File: src/rtl/fwip_pkg.sv
// ----------------------------------------------------------------------------
// fwip_pkg
// Shared types and constants of the fixed-width integer field parser.
// ----------------------------------------------------------------------------
package fwip_pkg;

  localparam int unsigned ColsDefault = 10;
  localparam int unsigned ValueW      = 32;
  localparam int unsigned CharW       = 8;

  typedef struct packed {
    logic             kind;
    logic [CharW-1:0] char_byte;
  } item_t;

  typedef struct packed {
    logic signed [ValueW-1:0] value;
    logic                     error;
  } result_t;

  localparam logic KindChar = 1'b0;
  localparam logic KindEnd  = 1'b1;

endpackage

File: src/rtl/fwip_in_reg.sv
// ----------------------------------------------------------------------------
// fwip_in_reg
// Input register: holds one word until the parser core takes it.
// ----------------------------------------------------------------------------
module fwip_in_reg (
  input  logic           clk_i,
  input  logic           rst_ni,
  input  logic           in_valid_i,
  output logic           in_ready_o,
  input  fwip_pkg::item_t item_i,
  input  logic           take_i,
  output logic           valid_o,
  output fwip_pkg::item_t item_o
);

  logic            valid_q;
  fwip_pkg::item_t item_q;

  assign in_ready_o = !valid_q || take_i;
  assign valid_o    = valid_q;
  assign item_o     = item_q;

  always_ff @(posedge clk_i or negedge rst_ni) begin
    if (!rst_ni) begin
      valid_q <= 1'b0;
    end else if (in_ready_o) begin
      valid_q <= in_valid_i;
    end
  end

  always_ff @(posedge clk_i) begin
    if (in_valid_i && in_ready_o) begin
      item_q <= item_i;
    end
  end

endmodule

File: src/rtl/fwip_core.sv
// ----------------------------------------------------------------------------
// fwip_core
// Parser state: per-character phase update and digit accumulation; an end
// word yields the result and clears the state.
// ----------------------------------------------------------------------------
module fwip_core #(
  parameter int unsigned COLS = fwip_pkg::ColsDefault
) (
  input  logic              clk_i,
  input  logic              rst_ni,
  input  logic              valid_i,
  input  fwip_pkg::item_t   item_i,
  input  logic              out_space_i,
  output logic              take_o,
  output logic              res_valid_o,
  output fwip_pkg::result_t res_o
);

  localparam int unsigned CntW = $clog2(COLS + 1);
  localparam int unsigned MagW = fwip_pkg::ValueW + 1;
  localparam int unsigned MulW = MagW + 4;

  localparam logic [fwip_pkg::CharW-1:0] ChSpace = 8'd32;
  localparam logic [fwip_pkg::CharW-1:0] ChPlus  = 8'd43;
  localparam logic [fwip_pkg::CharW-1:0] ChMinus = 8'd45;
  localparam logic [fwip_pkg::CharW-1:0] ChZero  = 8'd48;
  localparam logic [fwip_pkg::CharW-1:0] ChNine  = 8'd57;
  localparam logic [fwip_pkg::CharW-1:0] ChTab   = 8'd9;
  localparam logic [fwip_pkg::CharW-1:0] ChCr    = 8'd13;

  localparam logic [MagW-1:0] MagCap  = {1'b1, {(MagW-1){1'b0}}};
  localparam logic [MagW-1:0] NegMax  = MagW'(64'h8000_0000);
  localparam logic [MagW-1:0] PosMax  = MagW'(64'h7FFF_FFFF);

  typedef enum logic [2:0] {
    PhLead, PhWs, PhSign, PhDigits, PhTrail, PhBad
  } phase_e;

  phase_e          phase_q, phase_d;
  logic [MagW-1:0] mag_q, mag_d;
  logic            neg_q, neg_d;
  logic [CntW-1:0] cnt_q, cnt_d;
  logic            nonspace_q, nonspace_d;
  logic            ended_q, ended_d;

  logic [fwip_pkg::CharW-1:0] c;
  logic            is_digit, is_ws, fire;
  logic [3:0]      digit;
  logic [MulW-1:0] acc;
  logic            blank, ok;
  logic [fwip_pkg::ValueW-1:0] mag_lo;

  assign c        = item_i.char_byte;
  assign is_digit = (c >= ChZero) && (c <= ChNine);
  assign is_ws    = (c == ChSpace) || ((c >= ChTab) && (c <= ChCr));
  assign digit    = 4'(c - ChZero);
  assign acc      = (MulW'(mag_q) << 3) + (MulW'(mag_q) << 1) + MulW'(digit);

  assign take_o = valid_i && ((item_i.kind == fwip_pkg::KindChar) || out_space_i);
  assign fire   = take_o;

  always_comb begin
    phase_d    = phase_q;
    mag_d      = mag_q;
    neg_d      = neg_q;
    cnt_d      = cnt_q;
    nonspace_d = nonspace_q;
    ended_d    = ended_q;
    if (fire && (item_i.kind == fwip_pkg::KindEnd)) begin
      phase_d    = PhLead;
      mag_d      = '0;
      neg_d      = 1'b0;
      cnt_d      = '0;
      nonspace_d = 1'b0;
      ended_d    = 1'b0;
    end else if (fire && !ended_q && (cnt_q < CntW'(COLS))) begin
      cnt_d = cnt_q + 1'b1;
      if (c == '0) begin
        ended_d = 1'b1;
      end else begin
        if (c != ChSpace) begin
          nonspace_d = 1'b1;
        end
        unique case (phase_q)
          PhLead, PhWs: begin
            if (c == ChSpace) begin
              phase_d = phase_q;
            end else if (is_ws) begin
              phase_d = PhWs;
            end else if ((c == ChPlus) || (c == ChMinus)) begin
              neg_d   = (c == ChMinus);
              phase_d = PhSign;
            end else if (is_digit) begin
              mag_d   = MagW'(digit);
              phase_d = PhDigits;
            end else begin
              phase_d = PhBad;
            end
          end
          PhSign: begin
            if (is_digit) begin
              mag_d   = MagW'(digit);
              phase_d = PhDigits;
            end else begin
              phase_d = PhBad;
            end
          end
          PhDigits: begin
            if (is_digit) begin
              mag_d = (acc > MulW'(MagCap)) ? MagCap : acc[MagW-1:0];
            end else if (c == ChSpace) begin
              phase_d = PhTrail;
            end else begin
              phase_d = PhBad;
            end
          end
          PhTrail: begin
            if (c != ChSpace) begin
              phase_d = PhBad;
            end
          end
          default: phase_d = PhBad;
        endcase
      end
    end
  end

  // end-of-field result
  assign blank  = (phase_q == PhLead) && !nonspace_q;
  assign mag_lo = mag_q[fwip_pkg::ValueW-1:0];
  assign ok     = ((phase_q == PhDigits) || (phase_q == PhTrail)) &&
                  (neg_q ? (mag_q <= NegMax) : (mag_q <= PosMax));

  always_comb begin
    res_valid_o = fire && (item_i.kind == fwip_pkg::KindEnd);
    res_o.error = !blank && !ok;
    if (!blank && ok) begin
      res_o.value = neg_q ? $signed(-mag_lo) : $signed(mag_lo);
    end else begin
      res_o.value = '0;
    end
  end

  always_ff @(posedge clk_i or negedge rst_ni) begin
    if (!rst_ni) begin
      phase_q    <= PhLead;
      mag_q      <= '0;
      neg_q      <= 1'b0;
      cnt_q      <= '0;
      nonspace_q <= 1'b0;
      ended_q    <= 1'b0;
    end else begin
      phase_q    <= phase_d;
      mag_q      <= mag_d;
      neg_q      <= neg_d;
      cnt_q      <= cnt_d;
      nonspace_q <= nonspace_d;
      ended_q    <= ended_d;
    end
  end

endmodule

File: src/rtl/fwip_out_reg.sv
// ----------------------------------------------------------------------------
// fwip_out_reg
// Result register: holds one result word until the receiver takes it.
// ----------------------------------------------------------------------------
module fwip_out_reg (
  input  logic              clk_i,
  input  logic              rst_ni,
  input  logic              load_i,
  input  fwip_pkg::result_t res_i,
  output logic              space_o,
  output logic              out_valid_o,
  input  logic              out_ready_i,
  output fwip_pkg::result_t res_o
);

  logic              valid_q;
  fwip_pkg::result_t res_q;

  assign space_o     = !valid_q || out_ready_i;
  assign out_valid_o = valid_q;
  assign res_o       = res_q;

  always_ff @(posedge clk_i or negedge rst_ni) begin
    if (!rst_ni) begin
      valid_q <= 1'b0;
    end else if (space_o) begin
      valid_q <= load_i;
    end
  end

  always_ff @(posedge clk_i) begin
    if (load_i && space_o) begin
      res_q <= res_i;
    end
  end

endmodule

File: src/rtl/fixed_width_int_field_parser.sv
// ----------------------------------------------------------------------------
// fixed_width_int_field_parser
// Parses a fixed-width ASCII decimal field into a signed 32-bit integer.
// ----------------------------------------------------------------------------
// Input channel (in_valid_i / in_ready_o): one word per cycle, either a field
// character (kind_i = 0, char_byte_i) or an end-of-field marker (kind_i = 1).
// Only the first COLS characters count; a zero byte ends the text early.
// Output channel (out_valid_o / out_ready_i): one result word per end marker,
// value_o and error_o. Blank fields give 0 without error; malformed fields or
// values outside int32 give 0 with error_o set.
// Timing: a word is registered in the input register and processed by the
// parser core from there; an end marker's result is loaded into the output
// register when the core takes the marker.
// Throughput: one word per cycle while no end marker waits for the output
// register; the multiply-by-ten and add in the core are combinational.
// Reset clears the parser state and both valid registers; no result is
// pending afterwards. When the receiver stalls, character words keep flowing
// through the core; an end marker waits in the input register until the
// output register frees, and in_ready_o drops only then.
// ----------------------------------------------------------------------------
module fixed_width_int_field_parser #(
  parameter int unsigned COLS = fwip_pkg::ColsDefault
) (
  input  logic                                clk_i,
  input  logic                                rst_ni,
  input  logic                                in_valid_i,
  output logic                                in_ready_o,
  input  logic                                kind_i,
  input  logic [fwip_pkg::CharW-1:0]          char_byte_i,
  output logic                                out_valid_o,
  input  logic                                out_ready_i,
  output logic signed [fwip_pkg::ValueW-1:0]  value_o,
  output logic                                error_o
);

  fwip_pkg::item_t   in_item, s1_item;
  fwip_pkg::result_t core_res, out_res;
  logic              s1_valid, take, res_valid, out_space;

  assign in_item.kind      = kind_i;
  assign in_item.char_byte = char_byte_i;

  fwip_in_reg u_in_reg (
    .clk_i      (clk_i),
    .rst_ni     (rst_ni),
    .in_valid_i (in_valid_i),
    .in_ready_o (in_ready_o),
    .item_i     (in_item),
    .take_i     (take),
    .valid_o    (s1_valid),
    .item_o     (s1_item)
  );

  fwip_core #(
    .COLS (COLS)
  ) u_core (
    .clk_i       (clk_i),
    .rst_ni      (rst_ni),
    .valid_i     (s1_valid),
    .item_i      (s1_item),
    .out_space_i (out_space),
    .take_o      (take),
    .res_valid_o (res_valid),
    .res_o       (core_res)
  );

  fwip_out_reg u_out_reg (
    .clk_i       (clk_i),
    .rst_ni      (rst_ni),
    .load_i      (res_valid),
    .res_i       (core_res),
    .space_o     (out_space),
    .out_valid_o (out_valid_o),
    .out_ready_i (out_ready_i),
    .res_o       (out_res)
  );

  assign value_o = out_res.value;
  assign error_o = out_res.error;

endmodule
File: config.mk
export PLATFORM = sky130hd
export DESIGN_NAME = fixed_width_int_field_parser
export DESIGN_NICKNAME = d
export VERILOG_FILES = /design/src/rtl/fwip_pkg.sv /design/src/rtl/fwip_in_reg.sv /design/src/rtl/fwip_core.sv /design/src/rtl/fwip_out_reg.sv /design/src/rtl/fixed_width_int_field_parser.sv
export SDC_FILE = /design/constraint.sdc
export NUM_CORES = 1
export LEC_CHECK = 0
export BUFFER_PORTS_ARGS = -buffer_cell sky130_fd_sc_hd__buf_4
export CAP_MARGIN = 40
export CORE_AREA = 8 8 121 134
export CTS_CLUSTER_SIZE = 16
export DETAILED_ROUTE_END_ITERATION = 7
export DIE_AREA = 0 0 129 142
export PLACE_DENSITY = 0.74
export SETUP_SLACK_MARGIN = 0.4
export SYNTH_ARGS = -nofsm -noshare
export SYNTH_HDL_FRONTEND = slang
export SYNTH_SLANG_ARGS = --single-unit
File: constraint.sdc
create_clock -name clk_i -period 4.5 [get_ports clk_i]
set_input_delay 0.675 -clock clk_i [delete_from_list [all_inputs] [get_ports clk_i]]
set_output_delay 0.675 -clock clk_i [all_outputs]
set_load 0.005 [all_outputs]
Yosys cells after proc, flatten, opt, wreduce, memory -nomap -nowiden:

Index checks and enable logic that the tools add are counted.

* $add $sub $neg: 5
* order comparisons: 8
* equal/unequal tests: 17
* multiplexer cells: 39
* bitwise operators: 1
* reduce and logical (&&, ||, !) cells: 38

Operators by type and width (count)
* $mux W33: 9
* $pmux W33 S3: 1
* $add A36 B34 Y37: 1
* $add A37 B4 Y37: 1
* $gt A37 B33 Y1 const B: 1
* $le A33 B31 Y1 const B: 1
* $le A33 B32 Y1 const B: 1
* $mux W32: 1
* $neg A32 Y32: 1
* $mux W3: 9
* $eq A8 B6 Y1 const B: 3
* $mux W1: 16
* $logic_and A1 B1 Y1: 12
* $ne A3 B2 Y1 const B: 4
* $pmux W3 S4: 1
* $reduce_bool A2 Y1: 5
* $ge A8 B4 Y1 const B: 1
* $ge A8 B6 Y1 const B: 1
* $le A8 B4 Y1 const B: 1
* $le A8 B6 Y1 const B: 1
* $logic_not A8 Y1: 1
* $mux W4: 2
* $ne A8 B6 Y1 const B: 1
* $reduce_and A7 Y1: 1
* other kinds (18): 32

* register bits after elaboration: 87
* input port bits: 13
* output and inout port bits: 35
* logic and storage cells: 120

Longest topological paths before layout:

* word-level depth: 10
* depth in mapped cells: 15
* depth with buffers taken out: 14

Modules after synthesis:

From an unflattened synthesis, not the netlist that was laid out.

* cell total of the unflattened synthesis: 715
* area, all modules: 6670.1 um2

By module, submodules not included
* fwip_core: times used 1, cells each 665, area each 5301.3 um2, seq. area each 1076.0 um2
* fwip_out_reg: times used 1, cells each 37, area each 1044.8 um2, seq. area each 1016.0 um2
* fwip_in_reg: times used 1, cells each 13, area each 324.1 um2, seq. area each 295.3 um2

Worst setup path after synthesis:

Ideal clock, no wire load.

* kind: reg2reg
* start point: reg u_in_reg.item_q (netlist bit u_in_reg.item_o[3])
* end point: reg u_core.mag_q[24]
* library setup time: 0.065 ns
* arrival: 4.234 ns
* data required time: 4.435 ns
* path slack: 0.201 ns
* cell stages (with the launch flop): 16
* buffers on the path: 1
* period minus slack after synthesis: 4.299 ns
* cells stage by stage: edfxtp_1 > inv_1 > fa_1 > inv_1 > ha_1 > a211oi_1 > o21ai_2 > a21boi_0 > xor2_1 > nand4_1 > or4_1 > or4_1 > or4_4 > a21oi_4 > buf_6 > a22o_2

* cells in the longest elaborated chain, start to end: 10
* elaborated cells on any way between the ends: 31
* classes of those cells: 2 x add/sub; 5 x order compare; 8 x eq/ne; 10 x mux; 6 x reduce/logical

Ends and longest elaborated chain
* start, declared: RTL line fwip_in_reg.sv:17 `fwip_pkg::item_t item_q;`
* start signal, assigned: RTL line fwip_in_reg.sv:33 `item_q <= item_i;`
* parallel branches: the longest is 10 deep, another holds $add A37 B4 Y37
* end signal, assigned: RTL line fwip_core.sv:154 `mag_q <= mag_d;`
* end, declared: RTL line fwip_core.sv:40 `logic [MagW-1:0] mag_q, mag_d;`

Several ways; the timed one is not identified. The select of a mux whose other input is x is not followed.
A chain may end at the register's enable or synchronous reset.

Final worst setup path:

* start point: reg u_core.mag_q[5]
* end point: reg u_core.mag_q[6]

* cells in the longest elaborated chain, start to end: 9

Ends and longest elaborated chain
* $add A36 B34 Y37 *: RTL line fwip_core.sv:57 `assign acc = (MulW'(mag_q) << 3) + (MulW'(mag_q) << 1) + MulW'(digit);`
* $add A37 B4 Y37 *: RTL line fwip_core.sv:57
* $gt A37 B33 Y1: RTL line fwip_core.sv:110 `mag_d = (acc > MulW'(MagCap)) ? MagCap : acc[MagW-1:0];`
* $mux W33 *: RTL line fwip_core.sv:110
* $mux W33 *: RTL line fwip_core.sv:109 `if (is_digit) begin`
* $pmux W33 S3 *: RTL line fwip_core.sv:84 `unique case (phase_q)`
* $mux W33 *: RTL line fwip_core.sv:78 `if (c == '0) begin`
* $mux W33 *: RTL line fwip_core.sv:76 `end else if (fire && !ended_q && (cnt_q < CntW'(COLS))) begin`
* $mux W33 *: RTL line fwip_core.sv:69 `if (fire && (item_i.kind == fwip_pkg::KindEnd)) begin`

Every way passes the cells marked *; elsewhere a longest branch is shown, timed or not. The select of a mux whose other input is x is not followed.

==> parameters.txt <==
Parameter                              Value

Outcome
  Status ... finished, final reports clean

Synth
  Post-synthesis area per instance ... 9.171 µm²
  Register bit count reported by yosys ... 87
  Prevailing post-synth register cell ... sky130_fd_sc_hd__dfrtp_1
  Count of mapped cells out of synthesis ... between 700 and 800
  Part of the Yosys area used for sequential elements ... 0.3416
  Post-synth net total ... ~850
  Netlist cell types ... a little over 70
  Fraction of synthesis flops using an asynchronous set or reset pin ... 0.5172
  Number of enable flip-flop cells after synthesis ... 42
  Post-Syn Area ... 6988 µm²
  Syn. warnings ... 0

Clock tree
  Longest Clk Path Bufs ... 2
  CTS clk-pin slew, worst paths ... about 0.070 ns
  Clk root buf ... sky130_fd_sc_hd__clkbuf_16
  Htree depth ... 3
  CTS tree ... done
  Number of clock buffers inserted by TritonCTS ... 9
  Number of hold buffers added after CTS ... 0
  Clock insertion delay at the later pin of the skew report ... between 0.3 and 0.4 ns
  Clock Sinks ... 87

STA
  Crit path time final ... 4.279 ns
  Count of pins over their slew limit ... 0
  Tightest Pin Transition ... 0.8814 ns
  Worst slew margin ... 0.4124
  Share of the cycle needed by the critical path after routing ... 0.9508
  Clk_skew ... 0.007430 ns
  Final total negative setup slack ... 0 ns
  Highest attainable clock frequency ... approximately 0.23 GHz
  Final number of hold-violating endpoints ... 0
  Unrepaired setup endpoints after global routing ... true
  Finish-stage setup viols ... 0

Global routing
  Number of antenna violations at the first check in global routing ... 0
  Overflow left after global routing ... 0
  GRT Resource Usage Total ... 0.2040
  Vias in the first global route ... 5995
  Maximum number of pins on one net before global-route repair ... 46
  Global-route wire length before repair ... between 30000 and 40000 µm

Place
  Number of input and output port buffers inserted ... 47
  Routability-driven placement congestion ratio ... about 1.0
  Half-perimeter wire length of the detailed placement result ... around 14000 µm
  Post-DP Area ... 7838 µm²

Critical path
  Worst flop-to-flop path endpoint ... u_core.mag_q[6]
  Largest fanout of any net on the critical path ... 15
  Kind of launch point of the worst setup path ... flip-flop
  Cell chain of the critical path ... ha_1 > ha_1 > a21oi_2 > o21ai_0 > a22oi_1 > a31oi_1 > or3_1 > a221o_2 > or4_1 > or4_4 > a21oi_4 > buf_12 > a22o_1
  Largest stage delay on the critical path ... 0.53 ns
  Critical register-to-register path startpoint ... u_core.mag_q[5]
  Endpoint type of the worst setup path ... flip-flop
  Cell depth of the worst flop-to-flop path ... 13
  Most used cell along the critical path ... sky130_fd_sc_hd__ha_1
  Slowest cell on crit path ... sky130_fd_sc_hd__or4_4
  Setup CP Type ... reg2reg
  Required time of the worst setup path ... approximately 4.8 ns
  Start point of the critical path ... u_core.mag_q[5]
  Worst R2R Setup Slack ... around 0.22 ns
  Arrival time at the worst endpoint ... 4.55 ns

Drt
  Uppermost routed layer ... met4
  First-pass iteration count of the detailed router ... 5
  Routed wirelength normalized by instance count ... between 15 and 20 µm
  DR DRC count ... 0
  Via count ... approximately 6400
  Met3 routed WL ... 907 µm
  Number of design-rule violations left by the first detailed-router iteration ... between 400 and 500
  DRT Wirelength ... 18790 µm
  Antenna-violating nets left ... 0
  Routed metal-1 wirelength ... approximately 8100 µm
  Via density per instance ... ~6.1
  WL met2 ... between 9000 and 10000 µm

Power
  Leakage ... a little under 4 nW
  Total power divided by cell area ... about 240 nW/µm²
  Largest voltage drop on the vdd net ... approximately 160 µV

Layout
  Total number of nets in the final design ... ~930
  Commonest non-fill, non-tap cells in the layout ... 103 x sky130_fd_sc_hd__buf_4, 79 x sky130_fd_sc_hd__nor2_1, 61 x sky130_fd_sc_hd__ha_1
  Post-layout util ... 0.5998
  Final antenna diode count ... 0
  Most common cell after layout, fill and taps aside ... sky130_fd_sc_hd__buf_4
  Area of all placed cells without fillers ... roughly 8500 µm²
  Layout cells sized above 1 ... 0.2386
  Area growth syn-to-layout ... 21.04%

Floorplanning
  Effective utilization at floorplan ... 0.4956
  Top-Level Pins ... 48
  Number of standard-cell rows in the floorplan ... between 40 and 50
  Chip height ... roughly 140 µm
  Die area ... ~18000 µm²
  Die span in x ... between 100 and 150 µm
  Core region area ... 14100 µm²

Worst hold path
  Worst min-delay path class ... in2async

Job
  Number of maximum-capacitance constraint violations ... 0
## flip-flops by register name (all words and copies together) (netlist names)
signal                 cells
u_core.neg_q               1
u_out_reg.res_o           33
u_core.cnt_q               4
u_in_reg.item_o            9
u_core.mag_q              33
u_core.phase_q             3
u_core.nonspace_q          1
u_in_reg.valid_o           1
u_core.ended_q             1
u_out_reg.out_valid_o      1
## final cells by class
cell class,count,area [µm²]
well taps,192,240.2
clock buffers,10,250.2
repair buffers,105,804.5
clock inverters,6,63.81
inverters,21,78.83
flip-flops and latches,87,2390
multi-input cells,626,4631
fillers,1181,5643
## worst max-delay path by stage
| stage | end | slack (ns) | depth (start not counted) |
|---|---|---|---|
| after floorplan | u_core.mag_q[24] | 0.34 | 15 |
| after global placement | u_core.mag_q[2] | 0.20 | 15 |
| after detailed placement | u_core.mag_q[2] | 0.13 | 14 |
| after CTS | u_core.mag_q[6] | 0.27 | 15 |
| after global routing | u_core.mag_q[5] | 0.04 | 15 |
| final | u_core.mag_q[6] | 0.22 | 13 |
## cell families (layout without fill, tap and decap cells)
family                   count (synthesis)  after routing  synth area share
AND/OR/NAND/NOR                        267            267            0.1973
adder cells (fa/ha/maj)                 70             70            0.1275
flip-flops                              87             87            0.3416
XOR/XNOR                                55             55           0.06893
multiplexers                             8              8           0.01146
AO/OA/AOI/OAI                          226            226            0.2208
buffers and inverters                   49            142           0.03241
## critical path, delay by kind of cell (launching register included)
family	cells	cell delay, ns
compound gates	7	1.49
simple gates	3	1.37
buf+inv	1	0.17
fa+ha+maj	2	0.71
flops	1	0.46
## cell usage after synthesis, types with 3 or more instances
cell type / instances / area [µm²]
sky130_fd_sc_hd__or4_1: 7 / 52.55
sky130_fd_sc_hd__buf_6: 5 / 56.30
sky130_fd_sc_hd__buf_2: 4 / 20.02
sky130_fd_sc_hd__a211oi_1: 9 / 67.56
sky130_fd_sc_hd__dfrtp_1: 45 / 1126
sky130_fd_sc_hd__nand2_1: 61 / 229.0
sky130_fd_sc_hd__a31oi_1: 7 / 43.79
sky130_fd_sc_hd__and4_1: 3 / 26.28
sky130_fd_sc_hd__or4_4: 4 / 45.04
sky130_fd_sc_hd__inv_1: 21 / 78.83
sky130_fd_sc_hd__or2_2: 3 / 18.77
sky130_fd_sc_hd__and2_1: 7 / 43.79
sky130_fd_sc_hd__o31ai_1: 9 / 67.56
sky130_fd_sc_hd__edfxtp_1: 42 / 1261
sky130_fd_sc_hd__xor2_1: 42 / 367.9
sky130_fd_sc_hd__o221ai_1: 3 / 26.28
sky130_fd_sc_hd__a22o_2: 17 / 170.2
sky130_fd_sc_hd__xnor2_1: 13 / 113.9
sky130_fd_sc_hd__o21bai_1: 4 / 30.03
sky130_fd_sc_hd__o21a_1: 5 / 37.54
sky130_fd_sc_hd__nor2_1: 80 / 300.3
sky130_fd_sc_hd__nand4_1: 22 / 137.6
sky130_fd_sc_hd__nand2b_1: 5 / 31.28
sky130_fd_sc_hd__a21oi_1: 59 / 295.3
sky130_fd_sc_hd__and3_1: 3 / 18.77
sky130_fd_sc_hd__nor4_1: 8 / 50.05
sky130_fd_sc_hd__nor2b_1: 8 / 50.05
sky130_fd_sc_hd__or3_1: 9 / 56.30
sky130_fd_sc_hd__nand3b_1: 4 / 30.03
sky130_fd_sc_hd__a21o_1: 13 / 97.59
sky130_fd_sc_hd__o211ai_1: 9 / 67.56
sky130_fd_sc_hd__a21boi_0: 4 / 30.03
sky130_fd_sc_hd__nor3_1: 15 / 75.07
sky130_fd_sc_hd__o41ai_1: 6 / 52.55
sky130_fd_sc_hd__clkbuf_1: 19 / 71.32
sky130_fd_sc_hd__o21ai_0: 46 / 230.2
sky130_fd_sc_hd__mux2i_1: 8 / 80.08
sky130_fd_sc_hd__nand3_1: 14 / 70.07
sky130_fd_sc_hd__a22o_1: 10 / 87.58
sky130_fd_sc_hd__ha_1: 68 / 850.8
## through the flow
stage | hold WS (ns) | setup slack [ns] | power, W | instances
6_report | 0.3282 | 0.2213 | 0.002060 | 1047
4_1_cts | 0.3548 | 0.2677 | 0.002059 | 1042
3_3_place_gp | 0.4825 | 0.2018 | 0.001270 | 1021
5_1_grt | 0.3707 | 0.04417 | 0.002143 | 1047
2_1_floorplan | 0.3794 | 0.3404 | 0.001185 | 762
3_5_place_dp | 0.4917 | 0.1342 | 0.001278 | 1021
## where the power goes
part / leakage [nW] / switching (W) / total (W) / internal (W)
combinational: 2.71 / 0.000191 / 0.000343 / 0.000152
clock: 0.158 / 0.000310 / 0.000775 / 0.000465
sequential: 1.01 / 0.0000554 / 0.000942 / 0.000887
## routing by layer
metal,track usage,up-vias
li1,-,3056
met1,0.2497,3038
met2,0.3486,206
met3,0.02699,53
met4,0.09288,0
met5,0,-
## repair_timing
item                       in CTS  in global routing
pin swaps                      11                  4
setup buffers                   5                  5
gates resized for setup        30                 23
setup endpoints to repair      29                 32
No activity file was read; power rests on OpenSTA's default activity.
